<file path="src/hw/rtl/pitch_change_onset_detector_defines.svh">
// Assertion macros for the RTL of the onset detector.
`ifndef PITCH_CHANGE_ONSET_DETECTOR_DEFINES_SVH
`define PITCH_CHANGE_ONSET_DETECTOR_DEFINES_SVH

`ifndef SYNTHESIS
`define PCOD_ASSERT(label, clk, rst_n, prop, msg) \
    label: assert property (@(posedge clk) disable iff (!rst_n) prop) else $error(msg);
`define PCOD_ASSERT_ALWAYS(label, clk, prop, msg) \
    label: assert property (@(posedge clk) prop) else $error(msg);
`else
`define PCOD_ASSERT(label, clk, rst_n, prop, msg)
`define PCOD_ASSERT_ALWAYS(label, clk, prop, msg)
`endif

`endif

</file>
<file path="src/hw/rtl/pcod_pkg.sv">
package pcod_pkg;

    localparam int PITCH_W          = 15;
    localparam int ONSET_W          = 24;
    localparam int HALF_WINDOW_DEF  = 10;
    localparam int INDEX_BITS_DEF   = 24;
    localparam int LIMIT_W          = PITCH_W + 1;

    localparam logic [PITCH_W-1:0] THRESH_RESET = PITCH_W'(128);

    typedef logic [PITCH_W-1:0] pitch_t;
    typedef logic [LIMIT_W-1:0] limit_t;

endpackage

</file>
<file path="src/hw/rtl/pitch_change_onset_detector.sv">
// Pitch-change onset detector.
// Pitch frames (Q7.8 semitones, zero for unvoiced) enter on the s_ channel;
// detected onset frame indexes leave on the m_ channel, zero or one per frame.
// The change threshold is written on the cfg_ channel, which is always ready
// and should be written only while the block is idle.
// A frame that arrives before the window of 2*HALF_WINDOW frames is full is
// stored in the transaction cycle and the block is ready again at once.
// Once the window is full, each frame is accepted, the voiced frames in the
// window are counted, the median is built one bit at a time from the top bit,
// and the median is compared against the current note. A window with no voiced
// frame skips the median search.
// A single ranking unit compares every window entry against a trial value.
// An onset is held in an output register until m_tready takes it; new frames
// are accepted meanwhile, and the block waits in its final step only when a
// second onset is due while the first is still not taken.
// Reset clears the frame counter, the current note, the last onset index, the
// output valid flag and sets the threshold to 0.5 semitone (128).
module pitch_change_onset_detector #(
    parameter int HALF_WINDOW = pcod_pkg::HALF_WINDOW_DEF,
    parameter int INDEX_BITS  = pcod_pkg::INDEX_BITS_DEF
) (
    input  logic                        clk,
    input  logic                        rst_n,
    input  logic                        s_tvalid,
    output logic                        s_tready,
    input  logic [15:0]                 s_tdata,   // [14:0] pitch_sample
    output logic                        m_tvalid,
    input  logic                        m_tready,
    output logic [23:0]                 m_tdata,   // [23:0] onset_index
    input  logic                        cfg_valid,
    output logic                        cfg_ready,
    input  logic [pcod_pkg::PITCH_W-1:0] cfg_data  // [14:0] change_threshold
);
    import pcod_pkg::*;

`include "pitch_change_onset_detector_defines.svh"

    localparam int DEPTH  = 2 * HALF_WINDOW;
    localparam int PTR_W  = $clog2(DEPTH);
    localparam int CNT_W  = $clog2(DEPTH + 1);
    localparam int IDX1_W = INDEX_BITS + 1;
    localparam int BIT_W  = $clog2(PITCH_W);

    localparam logic [INDEX_BITS-1:0] COUNT_MAX = '1;

    typedef enum logic [1:0] {
        S_IDLE,
        S_COUNT,
        S_SEARCH,
        S_DECIDE
    } state_t;

    state_t                 state_reg, state_next;
    pitch_t                 win_reg [DEPTH];
    logic [PTR_W-1:0]       wp_reg, wp_next;
    pitch_t                 sample_reg, sample_next;
    logic [INDEX_BITS-1:0]  count_reg, count_next;
    pitch_t                 note_reg, note_next;
    logic [INDEX_BITS-1:0]  last_onset_reg, last_onset_next;
    pitch_t                 thresh_reg, thresh_next;
    pitch_t                 med_reg, med_next;
    logic [CNT_W-1:0]       rank_reg, rank_next;
    logic [BIT_W-1:0]       bit_reg, bit_next;
    logic                   out_valid_reg, out_valid_next;
    logic [ONSET_W-1:0]     out_data_reg, out_data_next;

    logic                   win_we;
    pitch_t                 win_wdata;
    limit_t                 trial;
    limit_t                 limit;
    logic [CNT_W-1:0]       rank_cnt;
    logic [INDEX_BITS-1:0]  idx;
    pitch_t                 diff;
    logic                   out_busy;

    assign trial = {1'b0, med_reg} | (LIMIT_W'(1) << bit_reg);
    assign limit = (state_reg == S_COUNT) ? (LIMIT_W'(1) << PITCH_W) : trial;

    pcod_rank_count #(
        .DEPTH (DEPTH)
    ) u_rank (
        .win   (win_reg),
        .limit (limit),
        .count (rank_cnt)
    );

    assign idx      = count_reg - INDEX_BITS'(HALF_WINDOW);
    assign diff     = (med_reg >= note_reg) ? (med_reg - note_reg) : (note_reg - med_reg);
    assign out_busy = out_valid_reg && !m_tready;

    assign s_tready  = (state_reg == S_IDLE);
    assign cfg_ready = 1'b1;
    assign m_tvalid  = out_valid_reg;
    assign m_tdata   = out_data_reg;

    always_comb
    begin
        state_next      = state_reg;
        wp_next         = wp_reg;
        sample_next     = sample_reg;
        count_next      = count_reg;
        note_next       = note_reg;
        last_onset_next = last_onset_reg;
        thresh_next     = thresh_reg;
        med_next        = med_reg;
        rank_next       = rank_reg;
        bit_next        = bit_reg;
        out_valid_next  = out_valid_reg && !m_tready;
        out_data_next   = out_data_reg;
        win_we          = 1'b0;
        win_wdata       = sample_reg;

        if (cfg_valid)
        begin
            thresh_next = cfg_data;
        end

        case (state_reg)
            S_IDLE:
            begin
                sample_next = s_tdata[PITCH_W-1:0];
                win_wdata   = s_tdata[PITCH_W-1:0];
                if (s_tvalid)
                begin
                    if (count_reg >= INDEX_BITS'(DEPTH))
                    begin
                        state_next = S_COUNT;
                    end
                    else
                    begin
                        win_we     = 1'b1;
                        count_next = count_reg + INDEX_BITS'(1);
                        wp_next    = (wp_reg == PTR_W'(DEPTH - 1)) ? '0 : wp_reg + PTR_W'(1);
                    end
                end
            end
            S_COUNT:
            begin
                rank_next = rank_cnt >> 1;
                med_next  = '0;
                bit_next  = BIT_W'(PITCH_W - 1);
                state_next = (rank_cnt == '0) ? S_DECIDE : S_SEARCH;
            end
            S_SEARCH:
            begin
                // Keep the trial bit while no more than rank entries lie below it.
                if (rank_cnt <= rank_reg)
                begin
                    med_next = trial[PITCH_W-1:0];
                end
                if (bit_reg == '0)
                begin
                    state_next = S_DECIDE;
                end
                else
                begin
                    bit_next = bit_reg - BIT_W'(1);
                end
            end
            S_DECIDE:
            begin
                if (diff > thresh_reg &&
                    {1'b0, idx} > ({1'b0, last_onset_reg} + IDX1_W'(HALF_WINDOW)))
                begin
                    if (!out_busy)
                    begin
                        note_next       = med_reg;
                        last_onset_next = idx;
                        out_valid_next  = 1'b1;
                        out_data_next   = ONSET_W'(idx);
                        state_next      = S_IDLE;
                    end
                end
                else
                begin
                    if (diff > thresh_reg)
                    begin
                        note_next = med_reg;
                    end
                    state_next = S_IDLE;
                end
                if (state_next == S_IDLE)
                begin
                    win_we     = 1'b1;
                    count_next = (count_reg < COUNT_MAX) ? count_reg + INDEX_BITS'(1)
                                                         : count_reg;
                    wp_next    = (wp_reg == PTR_W'(DEPTH - 1)) ? '0 : wp_reg + PTR_W'(1);
                end
            end
            default:
            begin
                state_next = S_IDLE;
            end
        endcase
    end

    always_ff @(posedge clk or negedge rst_n)
    begin
        if (!rst_n)
        begin
            state_reg      <= S_IDLE;
            wp_reg         <= '0;
            count_reg      <= '0;
            note_reg       <= '0;
            last_onset_reg <= '0;
            thresh_reg     <= THRESH_RESET;
            out_valid_reg  <= 1'b0;
        end
        else
        begin
            state_reg      <= state_next;
            wp_reg         <= wp_next;
            count_reg      <= count_next;
            note_reg       <= note_next;
            last_onset_reg <= last_onset_next;
            thresh_reg     <= thresh_next;
            out_valid_reg  <= out_valid_next;
        end
    end

    always_ff @(posedge clk)
    begin
        sample_reg   <= sample_next;
        med_reg      <= med_next;
        rank_reg     <= rank_next;
        bit_reg      <= bit_next;
        out_data_reg <= out_data_next;
        if (win_we)
        begin
            win_reg[wp_reg] <= win_wdata;
        end
    end

    // In the idle state the window stores the sample straight from the port.

    `PCOD_ASSERT(a_out_from_decide, clk, rst_n,
        $rose(m_tvalid) |-> $past(state_reg == S_DECIDE),
        "Onset transaction started outside the decision step.")
    `PCOD_ASSERT(a_onset_matches_output, clk, rst_n,
        !$stable(last_onset_reg) |-> (m_tvalid && m_tdata == ONSET_W'(last_onset_reg)),
        "Last onset index changed without a matching output transaction.")
    `PCOD_ASSERT(a_full_window_evaluates, clk, rst_n,
        (s_tvalid && s_tready && count_reg >= INDEX_BITS'(DEPTH)) |=> (state_reg == S_COUNT),
        "Frame with a full window skipped the evaluation.")
    `PCOD_ASSERT_ALWAYS(a_reset_idle, clk,
        !rst_n |-> (state_reg == S_IDLE && !m_tvalid),
        "Block not idle during reset.")

endmodule

</file>
<file path="src/hw/rtl/pcod_rank_count.sv">
module pcod_rank_count #(
    parameter int DEPTH = 2 * pcod_pkg::HALF_WINDOW_DEF
) (
    input  pcod_pkg::pitch_t             win [DEPTH],
    input  pcod_pkg::limit_t             limit,
    output logic [$clog2(DEPTH+1)-1:0]   count
);
    import pcod_pkg::*;

    localparam int CNT_W = $clog2(DEPTH + 1);

    // Counts the voiced entries whose value lies strictly below the limit.
    always_comb
    begin
        count = '0;
        for (int i = 0; i < DEPTH; i++)
        begin
            if ((win[i] != '0) && ({1'b0, win[i]} < limit))
            begin
                count = count + CNT_W'(1);
            end
        end
    end

endmodule
</file>
<file path="config.mk">
export PLATFORM = sky130hd
export DESIGN_NAME = pitch_change_onset_detector
export DESIGN_NICKNAME = d
export VERILOG_FILES = /design/src/hw/rtl/pcod_pkg.sv /design/src/hw/rtl/pitch_change_onset_detector.sv /design/src/hw/rtl/pcod_rank_count.sv
export VERILOG_INCLUDE_DIRS = /design/src /design/src/hw/rtl
export SDC_FILE = /design/constraint.sdc
export NUM_CORES = 1
export LEC_CHECK = 0
export ABC_AREA = 1
export BUFFER_PORTS_ARGS = -buffer_cell sky130_fd_sc_hd__buf_2
export CORE_MARGIN = 8
export CORE_UTILIZATION = 25
export DETAILED_ROUTE_END_ITERATION = 6
export SLEW_MARGIN = 10
export SYNTH_ARGS = -nofsm -noshare
export SYNTH_HDL_FRONTEND = slang
export SYNTH_SLANG_ARGS = --single-unit
</file>
<file path="constraint.sdc">
create_clock -name clk -period 13.02 [get_ports clk]
set_clock_uncertainty 0.05 [all_clocks]
set_input_delay 2.604 -clock clk [delete_from_list [all_inputs] [get_ports clk]]
set_output_delay 2.604 -clock clk [all_outputs]
set_load 0.005 [all_outputs]
</file>
==> results_dict.tcl <==
set metrics [dict create \
    start_util_pct 25.1 \
    std_cell_rows 122 \
    ys.flop_type "edfxtp_1" \
    layout-drive-gt1-share_pct 10.3 \
    cap_violations 0 \
    drt_drc_violations_left 0 \
    synth_cells 2864 \
    cts_buffers 45 \
    vias 20600 \
    async_reset_ff_share_pct 19.2 \
    crit_fanout 8 \
    multi_input_area_sq_um 13400 \
    critPathKind "register to register" \
    r2r_slack_ps 910 \
    die_area_sq_um 121000 \
    post-route-period-util_pct 93.0 \
    clk_latency_ps 580 \
    final_hold_viol_count 0 \
    wire_per_inst_um 15.1 \
    routabilityCongestion 0.876 \
    nets 3454 \
    syn_area_sq_um 27600 \
    synth_nets 3293 \
    h-tree-depth 2 \
    drt_iter0_markers 1424 \
    antenna_found_initial 3 \
    r2r-start "state_reg[1]$_DFFE_PN0P_" \
    hold_end "sample_reg[9]$_DFF_P_" \
    ys_types 58 \
    worst_slack_ps 906 \
    slowest_stage "dfrtp_1" \
    viasPerCell 4.52 \
    slowest_delay_ps 380 \
    dp.final_hpwl_um 48900 \
    register_area_sq_um 12900 \
    finalCriticalPeriod_ps 12110 \
    syn2layout_area_growth_pct 15.7 \
    syn_area_per_cell_sq_um 9.63 \
    status "complete, no violations" \
    crit_required_ps 13260 \
    track_usage_pct 11.0 \
    hold_class "register to register" \
    core_sq_um 110000 \
    slew_violations 0 \
    seq_area_frac_synth_pct 46.7 \
    dr.pass1.iters 5 \
    largest_register_ffs 300 \
    die_y_um 348 \
    path_clk_slew_ps 60 \
    wl_um 68800 \
    reg2reg_to "med_reg[9]$_SDFFCE_PP0P_" \
    ant_nets 0 \
    r2r_cells 74 \
    num-fill-cells 11400 \
    final-setup-viol-count 0 \
    grt_pass1_vias 19900 \
    ioPinCount 63 \
    arrival_ps 12350 \
    cts_root_buffer "clkbuf_16" \
    grt-ovfl-total 0 \
    synth-seq-cells 448 \
    die_w_um 348 \
    port_buffers 60 \
    end_kind "register" \
    maxClockFrequency_mhz 82.5 \
    whs_path_depth 2 \
    tightest_slew_ps 1230 \
    cts_tree "built" \
    synth_edf_count 347 \
    maxSlewHeadroom_pct 17.8 \
    grt_pass1_wl_um 109000 \
    cts_buffer_depth 3 \
    preCtsSetupSlack_ps 2.62 \
    grt_max_degree 63 \
    hold_path_startpoint "sample_reg[9]$_DFF_P_" \
    cp-start-kind "register" \
    ys_warn_count 0 \
    antenna_cells 0 \
    crit_top_cell "nand2_1" \
    clock-sinks 448 \
]
==> through the flow <==
step	instances	setup TNS, ps	utilization [%]	instance area (sq um)	hold slack [ps]
detailed placement	4456	0	27.4	30200	388
CTS	4540	0	28.8	31700	403
floorplan	2864	0	-	27600	403
global placement	4456	0	27.4	30200	379
finish	4550	0	29.0	31900	403
global route	4550	-610	29.0	31900	417
==> critical path, delay by kind of cell (launching register included) <==
family                     cells  cell delay, ps
AOI/OAI and AO/OA             18            2330
xor gates and xnor gates       3             460
adders and majority gates     15            4230
buffers and inverters          9             900
DFF                            1             380
and+or+nand+nor               29            3460
==> layout make-up <==
cell class                      count  area share, %
Timing Repair Buffer              150           3.09
Tap cell                         1488           5.84
Clock buffer                       64           3.98
Sequential cell                   448           40.4
Multi-Input combinational cell   2039           42.0
Clock inverter                     20          0.734
Inverter                          341           4.01
==> timing repair <==
| item | in CTS | in global routing |
|---|---|---|
| pin swaps | 0 | 14 |
| endpoints found under the setup margin | 15 | 18 |
| buffers inserted | 0 | 9 |
| resized for setup | 1 | 42 |
| hold buffers | 0 | 0 |
| gates cloned | 0 | 1 |
==> cells in the final DEF (no fill, tap or decap), types with 6 or more instances in the layout <==
cell type    n
nand3b_1     8
nor3_1      58
xor2_1      69
dfrtp_1     85
nand2_1    535
a211oi_1    26
o21ai_1     18
a21oi_1    160
buf_4       89
nand3_2     12
inv_2        6
clkbuf_16   46
nor2_2       7
o211ai_1    17
o21ai_2      6
mux2i_1      6
clkinv_2     8
a21o_1      12
a31oi_1      6
clkbuf_1    13
inv_1      333
nor4_1      83
buf_2       59
nand3_1    134
xnor2_1      9
ha_1       390
o221ai_1    10
nand4_1     51
nand2_4      9
a221oi_1     6
o21ai_0    148
nor2_1     173
dfxtp_1     15
edfxtp_1   347
nand2_2     35
==> cell families (layout without fill, tap and decap cells) <==
group / Yosys count / after routing / synth area share [%]
fa+ha+maj: 393 / 393 / 17.9
mux: 8 / 8 / 0.299
compound gates: 438 / 438 / 8.98
flops: 448 / 448 / 46.7
other cells: 1 / 1 / 0.0136
simple gates: 1120 / 1120 / 18.4
buf+inv: 377 / 575 / 5.20
xor+xnor: 79 / 79 / 2.51
==> cells in the mapped netlist (4+ instances only) <==
cell type	count	area [sq um]
nand2_1	538	2020
ha_1	391	4890
edfxtp_1	347	10400
inv_1	336	1260
nor2_1	179	672
a21oi_1	161	806
o21ai_0	160	801
nand3_1	134	671
dfrtp_1	85	2130
nor4_1	83	519
xor2_1	70	613
nor3_1	59	295
nand4_1	51	319
nand2_2	32	200
clkbuf_1	28	105
a211oi_1	26	195
o211ai_1	17	128
dfxtp_1	15	300
a21o_1	12	90.1
nand3_2	12	120
o21ai_1	12	60.1
o221ai_1	10	87.6
nand2_4	9	101
xnor2_1	9	78.8
nand3b_1	8	60.1
a221oi_1	7	61.3
o31ai_1	7	52.6
a31oi_1	6	37.5
mux2i_1	6	60.1
o21bai_1	6	45.0
nor3b_1	4	30.0
==> routing by layer <==
layer / track usage [%] / vias up / part of all wire [%]
li1: - / 10400 / -
met1: 15.3 / 9702 / 49
met2: 18.4 / 375 / 46
met3: 1.48 / 86 / 4.3
met4: 1.88 / 0 / 1.5
met5: 0 / - / 0
==> worst max-delay path by stage <==
stage                        startpoint                       end  slack [ps]  cells after the start
2_1_floorplan  state_reg[1]$_DFFE_PN0P_  med_reg[0]$_SDFFCE_PP0P_         310                     77
3_3_place_gp   bit_reg[1]$_SDFFCE_PP1P_  med_reg[0]$_SDFFCE_PP0P_          20                     77
3_5_place_dp   bit_reg[1]$_SDFFCE_PP1P_  med_reg[1]$_SDFFCE_PP0P_           3                     77
4_1_cts        bit_reg[1]$_SDFFCE_PP1P_  med_reg[1]$_SDFFCE_PP0P_          70                     77
5_1_grt        bit_reg[1]$_SDFFCE_PP1P_  med_reg[6]$_SDFFCE_PP0P_         -50                     77
6_report       state_reg[1]$_DFFE_PN0P_  med_reg[9]$_SDFFCE_PP0P_         910                     74
Power is left out: the tool's default activity adds up to more than one toggle a clock period on the data nets, which glitch-free logic cannot reach.
